File: src/cpsd_pkg.sv
`timescale 1ns / 1ps

package cpsd_pkg;

    // matrix geometry
    localparam int NUM_ROWS   = 5;
    localparam int NUM_COLS   = 5;
    localparam int NUM_LINES  = 6;
    localparam int NUM_GROUPS = 6;

    // apb data width
    localparam int APB_DW = 32;
    localparam int APB_AW = 3;

    typedef logic [NUM_COLS-1:0]  t_row;
    typedef logic [2:0]           t_group;
    typedef logic [NUM_LINES-1:0] t_lines;

    // last group before wrapping back to zero
    localparam t_group GROUP_LAST = t_group'(NUM_GROUPS - 1);

    // item commands
    typedef enum logic {
        CMD_SHIFT = 1'b0,
        CMD_SCAN  = 1'b1
    } t_cmd;

    // register index, taken from paddr[2]
    typedef enum logic {
        REG_BLANK_ON_PRESS = 1'b0,
        REG_NONE           = 1'b1
    } t_reg_idx;

    // configuration seen by the datapath
    typedef struct packed {
        logic blank_on_press;
    } t_cfg;

endpackage

File: src/cpsd_group_decode.sv
`timescale 1ns / 1ps

module cpsd_group_decode import cpsd_pkg::*; (
    input  t_row   i_rows [NUM_ROWS],
    input  t_group i_group,
    input  logic   i_blank,
    output t_lines o_line_enable,
    output t_lines o_line_high
);

    t_row   lows;
    t_group row;
    t_lines common;

    // collect lit pixels of the group onto their low lines
    always_comb begin
        lows = '0;
        row  = '0;
        for (int x = 0; x < NUM_COLS; x++) begin
            if (!(i_group != '0 && t_group'(x) == i_group - t_group'(1))) begin
                row = (t_group'(x) < i_group) ? i_group - t_group'(1) : i_group;
                if (i_rows[row][NUM_COLS-1-x]) begin
                    lows[NUM_COLS-1-x] = 1'b1;
                end
            end
        end
    end

    // common line of group g is line 5-g
    assign common = t_lines'(1 << (NUM_LINES - 1)) >> i_group;

    // drive only when something is lit and not blanked
    always_comb begin
        if (!i_blank && lows != '0) begin
            o_line_enable = {1'b0, lows} | common;
            o_line_high   = common;
        end else begin
            o_line_enable = '0;
            o_line_high   = '0;
        end
    end

endmodule

File: config.mk
export PLATFORM = sky130hd
export DESIGN_NAME = cpsd_group_decode
export DESIGN_NICKNAME = d
export VERILOG_FILES = /design/src/cpsd_pkg.sv /design/src/cpsd_group_decode.sv
export SDC_FILE = /design/constraint.sdc
export NUM_CORES = 1
export LEC_CHECK = 0
export BUFFER_PORTS_ARGS = -buffer_cell sky130_fd_sc_hd__buf_2
export CAP_MARGIN = 25
export CORE_MARGIN = 3
export CORE_UTILIZATION = 47
export DETAILED_ROUTE_END_ITERATION = 8
export PLACE_DENSITY = 0.86
export SLEW_MARGIN = 5
export SYNTH_ARGS = -nofsm -noshare
export SYNTH_HDL_FRONTEND = slang
export SYNTH_SLANG_ARGS = --single-unit
File: constraint.sdc
create_clock -name vclk -period 5.15
set_input_delay 1.03 -clock vclk [all_inputs]
set_output_delay 1.03 -clock vclk [all_outputs]
set_load 0.005 [all_outputs]
==> flow_metrics.py, run 1 <==
metrics = {
    "timing": {
        "slew_viol_final": 0,
        "slew_headroom_pct": 70.2,
        "final.min_clock_period_ns": 4.60,
        "hold_violations": 0,
        "finalCritPeriodShare_pct": 89.3,
        "fin_tns_setup_ns": 0,
        "finalSetupViolations": 0,
        "worst_pin_slew_ns": 0.435,
        "grt_setup_unrepaired": "no",
        "layout_setup_ws_ns": 0.551,
        "max_freq_mhz": 217,
    },
    "setup_path": {
        "crit_family": "compound AO/OA/AOI/OAI gates",
        "cp.required_ns": 4.12,
        "path_cells": "buf_2 -> inv_1 -> ha_1 -> inv_1 -> ha_1 -> inv_1 -> and3_4 -> a2111oi_1 -> a32oi_1 -> and4_4 -> a221oi_1 -> buf_2",
        "cpMostUsedCell": "inv_1",
        "crit_arrival_ns": 3.57,
        "path_class": "input pin to output port",
        "startpoint_type": "input pin",
        "worstPathMaxFanout": 17,
        "worstSetupEndpointType": "output port",
        "max_stage_delay_ns": 0.48,
        "path_buf_inv": 5,
        "cp_slowest_cell": "ha_1",
    },
    "cells_and_area": {
        "area_delta_synth_final_pct": 15.8,
        "regArea_um2": 0,
        "stdcell_area_um2": 1080,
        "layout.nets": 195,
        "mostFrequentLayoutCells": "buf_2 (41), nor2_1 (9), ha_1 (9), o21ai_0 (8), mux2i_1 (8)",
        "layout-drive-gt1-share_pct": 35.5,
        "diodes": 0,
        "nClkBuffers": 0,
        "final_common_cell": "buf_2",
        "design.seq.count": 0,
    },
    "placed_design": {
        "place_area_um2": 1080,
        "hpwlAfterDp_um": 1930,
        "place.gp.congestion": 0.960,
        "dpl_worst_slack_ns": 0.545,
        "port_buffers": 41,
    },
    "synthesis": {
        "yosysWarnings": 0,
        "syn_inst": 127,
        "synth_top_area_cell": "ha_1",
        "synth_cell_types": 44,
        "synth_top_cell_area_share_pct": 12.0,
        "synthTopCellsByArea": "ha_1 (12%), mux2i_1 (8.6%), buf_6 (4.8%)",
        "syn_nets": 165,
        "syn_area_um2": 935,
        "syn_avg_cell_area_um2": 7.36,
        "yosysSeqAreaShare_pct": 0,
    },
    "floorplan": {
        "start_util_pct": 51.9,
        "die_h_um": 50.6,
        "dieArea_um2": 2560,
        "core_area_um2": 1800,
        "fp-row-count": 15,
        "ioPinCount": 41,
        "die_w_um": 50.6,
    },
    "flow_run": {
        "maxCapViolations": 0,
    },
    "grt": {
        "grtUsageTotal_pct": 19.3,
        "grt_busiest_layer": "met2",
        "grt_use_met1_pct": 26.8,
        "use_met3_pct": 0.593,
        "gr-total-overflow": 0,
        "antenna_found_initial": 0,
        "grt_pass1_vias": 926,
        "grt.met2_usage_pct": 34.6,
        "grt_pass1_wl_um": 4090,
        "grt_start_max_net_pins": 33,
    },
    "cts": {
        "hold_buffers": 0,
        "cts_resized": 0,
        "cts_setup_buffers": 0,
    },
    "detailed_routing": {
        "drt-total-wl_um": 2450,
        "drt_iter0_drc": 26,
        "vias": 1097,
        "routedWlPerCell_um": 13.6,
        "drc_errors": 0,
        "via_per_inst": 6.09,
        "ant_nets": 0,
        "drt_pass1_iterations": 4,
    },
    "power_and_ir_drop": {
        "vdd_drop_max_v": 0.0000580,
        "p_comb_share_pct": 100.0,
        "swShare_pct": 57.0,
        "internal_power_uw": 44.9,
        "clkPwrFrac_pct": 0,
        "p_leak_nw": 0.505,
        "switching_power_uw": 59.5,
        "p_seq_share_pct": 0,
        "pwr_density_cell_nw_per_um2": 96.4,
        "power_uw": 104,
    },
    "run_status": {
        "status": "finished, final reports clean",
    },
    "hold_path": {
        "min_path_type": "input pin to output port",
    },
}
==> metal layers <==
metal | vias up | wire, um
met4 | 0 | 0
li1 | 545 | -
met3 | 0 | 218
met2 | 50 | 1150
met5 | - | 0
met1 | 502 | 1080
==> synth_stat cells (2+ instances only) <==
library cell and number:
inv_1 7, buf_2 5, and3_1 2, nor3b_1 2, a221oi_2 2, nand2_1 6
nor2_1 9, a32oi_1 3, nor3_1 4, o221ai_1 3, buf_6 4, a211oi_2 3
clkbuf_1 3, a21oi_1 4, o22ai_1 2, ha_1 9, o21ai_1 2, buf_4 2
nand2b_1 4, o21ai_0 8, a311oi_1 2, nor2b_1 2, a211oi_1 4, mux2i_1 8
nand3_1 4, a221oi_1 2, a22oi_1 2, o31ai_1 3
==> worst paths after layout <==
check                   from  cells past startpoint  slack, ns          endpoint
setup / recovery  i_group[1]                     12       0.55  o_line_enable[0]
hold / removal       i_blank                      3       2.46    o_line_high[0]
==> tightest hold or removal path, stage by stage <==
cell and delay [ns]:
buf_2 0.22, a211oi_2 0.05, buf_2 0.12
==> layout make-up <==
cell class | count | area (um2)
Multi-Input combinational cell | 105 | 808
Fill cell | 187 | 719
Timing Repair Buffer | 42 | 213
Tap cell | 25 | 31.3
Inverter | 8 | 30.0
==> through the flow <==
stage,cells,hold slack (ns),utilization (%)
3_3_place_gp,180,2.44,60.1
2_1_floorplan,127,2.21,-
3_5_place_dp,180,2.45,60.1
6_report,180,2.46,60.1
4_1_cts,180,2.45,60.1
5_1_grt,180,2.48,60.1
==> cells by family after synthesis <==
family          share of synthesized area (%)
compound gates                           38.7
fa+ha+maj                                12.0
buf+inv                                  13.5
mux                                      11.4
simple gates                             24.4
==> power groups by stage <==
stage / clock network (mW) / logic [mW] / registers [mW]
CTS: 0 / 0.104 / 0
floorplan: 0 / 0.0785 / 0
detailed placement: 0 / 0.104 / 0
global placement: 0 / 0.100 / 0
global route: 0 / 0.117 / 0
finish: 0 / 0.104 / 0
(Power assumes the default switching activity.)
==> inputs of run 2 (changes only) <==
ABC_AREA = 1   (was default)
==> flow_metrics.py, run 2 <==
metrics = {
    "cells_and_area": {
        "stdcell_area_um2": 1130,
        "design.seq.count": 0,
        "multi_input_area_um2": 773,
        "layout-drive-gt1-share_pct": 40.0,
        "diodes": 0,
        "final_common_cell": "nand2_1",
        "mostFrequentLayoutCells": "nand2_1 (45), buf_2 (41), inv_1 (24), nand3_1 (15), nor2_2 (13)",
        "regArea_um2": 0,
        "layout.nets": 240,
        "nClkBuffers": 0,
        "area_delta_synth_final_pct": 20.8,
        "instances_no_fill": 225,
        "nFillCells": 179,
    },
    "power_and_ir_drop": {
        "p_leak_nw": 0.695,
        "p_seq_share_pct": 0,
        "power_uw": 112,
        "p_comb_share_pct": 100.0,
        "swShare_pct": 61.3,
        "pwr_density_cell_nw_per_um2": 98.9,
        "internal_power_uw": 43.4,
        "clkPwrFrac_pct": 0,
        "switching_power_uw": 68.7,
        "vdd_drop_max_v": 0.0000486,
    },
    "grt": {
        "grt_pass1_wl_um": 3900,
        "grtUsageTotal_pct": 18.2,
        "grt_start_max_net_pins": 14,
        "gr-total-overflow": 0,
        "grt_pass1_vias": 971,
        "antenna_found_initial": 0,
    },
    "cts": {
        "cts_setup_buffers": 0,
        "cts_resized": 0,
        "hold_buffers": 0,
    },
    "hold_path": {
        "min_path_type": "input pin to output port",
        "hold_path_end": "o_line_high[1]",
        "min-delay-start": "i_group[2]",
        "hold_depth": 4,
    },
    "setup_path": {
        "worstSetupEndpointType": "output port",
        "crit_arrival_ns": 3.20,
        "cp.required_ns": 4.12,
        "cp_slowest_cell": "nor3_1",
        "path_class": "input pin to output port",
        "worstPathMaxFanout": 11,
        "startpoint_type": "input pin",
        "path_cells": "buf_2 -> inv_6 -> ha_1 -> inv_1 -> ha_1 -> nor3_1 -> nand4_1 -> nand2_1 -> nand2_1 -> nand3_2 -> nand2_2 -> nor2_2 -> buf_2",
        "max_stage_delay_ns": 0.34,
    },
    "timing": {
        "hold_violations": 0,
        "slew_headroom_pct": 74.0,
        "slew_viol_final": 0,
        "finalCritPeriodShare_pct": 82.2,
        "fin_tns_setup_ns": 0,
        "worst_pin_slew_ns": 0.390,
        "layout_setup_ws_ns": 0.917,
        "grt_setup_unrepaired": "no",
        "max_freq_mhz": 236,
        "finalSetupViolations": 0,
        "final.min_clock_period_ns": 4.23,
    },
    "detailed_routing": {
        "via_per_inst": 4.96,
        "drt_iter0_drc": 33,
        "drt-total-wl_um": 2370,
        "vias": 1117,
        "drt_pass1_iterations": 4,
        "drc_errors": 0,
        "ant_nets": 0,
        "routedWlPerCell_um": 10.5,
    },
    "synthesis": {
        "synth_mux_area_share_pct": 0,
        "syn_inst": 163,
        "synthTopCellsByArea": "nand2_1 (18%), ha_1 (12%), inv_1 (9.6%)",
        "synth_cell_types": 26,
        "syn_avg_cell_area_um2": 5.76,
        "syn_nets": 201,
        "synth_compound_area_share_pct": 8.00,
        "syn_area_um2": 938,
        "synth_top_area_cell": "nand2_1",
        "yosysMostFrequentCell": "nand2_1",
        "yosysWarnings": 0,
        "ys_top_cells_by_count": "nand2_1 (45), inv_1 (24), nand3_1 (15)",
        "synth_top_cell_area_share_pct": 18.0,
        "synth_xor_area_share_pct": 0,
        "yosysSeqAreaShare_pct": 0,
        "synthAdderAreaFrac_pct": 12.0,
        "yosys.area_share.simple_pct": 62.4,
        "synth_top_family_by_area": "simple AND/OR/NAND/NOR gates",
    },
    "placed_design": {
        "hpwlAfterDp_um": 2100,
        "dp.cells": 225,
        "port_buffers": 41,
        "place_area_um2": 1130,
        "dpl_worst_slack_ns": 0.945,
        "place.gp.congestion": 0.841,
    },
    "floorplan": {
        "die_h_um": 50.7,
        "fp-row-count": 15,
        "die_w_um": 50.7,
        "dieArea_um2": 2570,
        "start_util_pct": 52.1,
        "core_area_um2": 1800,
        "ioPinCount": 41,
    },
    "flow_run": {
        "maxCapViolations": 0,
    },
    "run_status": {
        "status": "finished, final reports clean",
    },
}
==> run 2: cell types whose count changed after synthesis, sizes merged, moves of 4 or more <==
cell | before | now
nor2 | 9 | 22
o21ai | 10 | 0
nand4 | 1 | 5
o31ai | 4 | 0
buf | 11 | 4
inv | 8 | 30
nand2b | 5 | 0
a21boi | 0 | 5
a221oi | 4 | 0
nand2 | 6 | 57
mux2i | 8 | 0
a211oi | 7 | 0
nand3 | 4 | 18
==> run 2: cell type report <==
type               instances  area share (%)
multi-input cells        128            68.2
repair buffers            41            18.1
inverters                 31            10.9
well taps                 25            2.76
==> run 2: metrics by stage <==
stage / hold WS (ns) / util, %
2_1_floorplan: 2.19 / -
3_3_place_gp: 2.56 / 62.9
3_5_place_dp: 2.57 / 62.9
4_1_cts: 2.57 / 62.9
5_1_grt: 2.60 / 62.9
6_report: 2.57 / 62.9
==> run 2: logic make-up after synthesis <==
group | after synthesis
simple gates | 108
buf+inv | 35
compound gates | 11
fa+ha+maj | 9
==> run 2: critical path, delay by kind of cell <==
family	cells	cell delay, ns
adders and majority gates	2	0.52
buffers and inverters	4	0.57
and+or+nand+nor	7	1.09
==> run 2: metal layers <==
metal  global-route usage, %  up-vias  wire, um
li1                        -      582         -
met1                    24.6      491       996
met2                    33.5       42      1230
met3                   0.297        2       145
met4                   0.897        0         2
met5                       0        -         0
==> run 2: power groups by stage <==
stage	Sequential, mW	Clock (mW)	Combinational (mW)
final	0	0	0.112
after global routing	0	0	0.126
after CTS	0	0	0.112
after detailed placement	0	0	0.112
after global placement	0	0	0.108
after floorplan	0	0	0.0831
==> run 2: how the worst max path moves through the flow <==
stage / start / to / slack [ns] / cells past startpoint
finish: i_group[0] / o_line_high[2] / 0.92 / 13
global route: i_group[0] / o_line_high[2] / 0.72 / 13
CTS: i_group[0] / o_line_high[2] / 0.95 / 13
detailed placement: i_group[0] / o_line_high[2] / 0.95 / 13
global placement: i_group[0] / o_line_high[5] / 1.03 / 13
floorplan: i_group[0] / o_line_high[5] / 1.37 / 14
==> inputs of run 3 (changes only) <==
CORE_UTILIZATION = 46   (was 47)
PLACE_DENSITY = 0.88   (was 0.86)
clock period = 3.6 ns   (was 5.15 ns; I/O delays follow)
==> flow_metrics.py, run 3 (synthesis gave the netlist of run 2 again) <==
metrics = {
    "run_status": {
        "status": "finished, final reports clean",
    },
    "cells_and_area": {
        "area_delta_synth_final_pct": 22.9,
        "multi_input_area_um2": 778,
        "layout.nets": 242,
        "nFillCells": 198,
        "final_common_cell": "nand2_1",
        "mostFrequentLayoutCells": "nand2_1 (45), buf_2 (41), inv_1 (24), nand3_1 (15), nor2_2 (13)",
        "instances_no_fill": 227,
        "layout-drive-gt1-share_pct": 41.1,
        "diodes": 0,
        "design.seq.count": 0,
        "nClkBuffers": 0,
        "regArea_um2": 0,
    },
    "hold_path": {
        "min-delay-start": "i_blank",
        "min_path_type": "input pin to output port",
        "hold_depth": 5,
        "hold_path_end": "o_line_high[0]",
    },
    "setup_path": {
        "worstPathMaxFanout": 11,
        "worstSetupEndpointType": "output port",
        "crit_arrival_ns": 2.71,
        "startpoint_type": "input pin",
        "path_class": "input pin to output port",
        "cp.required_ns": 2.88,
    },
    "power_and_ir_drop": {
        "p_comb_share_pct": 100.0,
        "pwr_density_cell_nw_per_um2": 141,
        "internal_power_uw": 64.0,
        "vdd_drop_max_v": 0.000103,
        "p_seq_share_pct": 0,
        "clkPwrFrac_pct": 0,
        "switching_power_uw": 98.4,
        "p_leak_nw": 0.705,
        "swShare_pct": 60.6,
    },
    "detailed_routing": {
        "drc_errors": 0,
        "via_per_inst": 4.85,
        "ant_nets": 0,
        "drt-total-wl_um": 2280,
        "drt_iter0_drc": 26,
        "vias": 1101,
        "drt_pass1_iterations": 4,
        "routedWlPerCell_um": 10.0,
    },
    "placed_design": {
        "dp.cells": 227,
        "hpwlAfterDp_um": 1980,
        "place.gp.congestion": 0.912,
        "port_buffers": 41,
    },
    "floorplan": {
        "fp-row-count": 15,
        "die_h_um": 51.2,
        "core_area_um2": 1820,
        "start_util_pct": 51.5,
        "ioPinCount": 41,
        "die_w_um": 51.2,
        "dieArea_um2": 2620,
    },
    "grt": {
        "antenna_found_initial": 0,
        "grt_pass1_vias": 853,
        "gr-total-overflow": 0,
        "grtUsageTotal_pct": 16.7,
        "grt_start_max_net_pins": 12,
        "grt_pass1_wl_um": 3530,
    },
    "timing": {
        "grt_setup_unrepaired": "no",
        "final.min_clock_period_ns": 3.43,
        "finalSetupViolations": 0,
        "finalCritPeriodShare_pct": 95.2,
        "hold_violations": 0,
        "slew_headroom_pct": 78.6,
        "worst_pin_slew_ns": 0.319,
        "fin_tns_setup_ns": 0,
        "slew_viol_final": 0,
        "max_freq_mhz": 292,
    },
    "flow_run": {
        "maxCapViolations": 0,
    },
    "cts": {
        "hold_buffers": 0,
        "cts_resized": 0,
        "cts_setup_buffers": 0,
    },
}
## run 3: changes by cell type in the layout (fill, tap and decap cells not counted)
cell    before  now
nor3_1       2    1
buf_4        0    2
nor3_2       0    1
## run 3: critical path, cell delays in order
cell and delay, ns:
buf_2 0.16, inv_4 0.11, ha_1 0.17, inv_1 0.05, ha_1 0.38, nor3_2 0.25, nand4_1 0.12, nand2_1 0.10
nand2_1 0.09, nand3_2 0.09, nand2_2 0.19, nor2_2 0.15, buf_2 0.12
## run 3: power by group through the flow
stage | clock network, mW | logic (mW) | registers (mW)
5_1_grt | 0 | 0.182 | 0
2_1_floorplan | 0 | 0.119 | 0
3_3_place_gp | 0 | 0.157 | 0
3_5_place_dp | 0 | 0.161 | 0
6_report | 0 | 0.162 | 0
4_1_cts | 0 | 0.162 | 0
## run 3: metal layers
layer  track usage (%)  wire length, um  vias up
met1              23.3              986      476
met3             0.875              158        2
met5                 0                0        -
met2              29.0             1120       34
met4              1.79               17        0
li1                  -                -      589
## run 3: area by class of cell
cell class	count	share of cell area, %
Inverter	31	10.7
Multi-Input combinational cell	128	67.5
Tap cell	25	2.71
Timing Repair Buffer	43	19.1
## run 3: through the flow
stage	power [mW]	setup WS, ns	util (%)	hold WS (ns)	cell area (um2)
2_1_floorplan	0.119	0.436	-	1.57	938
3_3_place_gp	0.157	0.163	63.1	1.96	1150
3_5_place_dp	0.161	0.117	63.1	1.96	1150
4_1_cts	0.162	0.116	63.1	1.96	1150
5_1_grt	0.182	0.0150	63.4	2.00	1150
6_report	0.162	0.173	63.4	1.96	1150
## run 3: worst max-delay path by stage
stage | start | endpoint | slack, ns | cells after the start
global placement | i_group[1] | o_line_high[5] | 0.16 | 13
finish | i_group[1] | o_line_enable[5] | 0.17 | 13
global route | i_group[1] | o_line_high[5] | 0.01 | 15
floorplan | i_group[0] | o_line_high[5] | 0.44 | 14
CTS | i_group[1] | o_line_enable[5] | 0.12 | 13
detailed placement | i_group[1] | o_line_enable[5] | 0.12 | 13
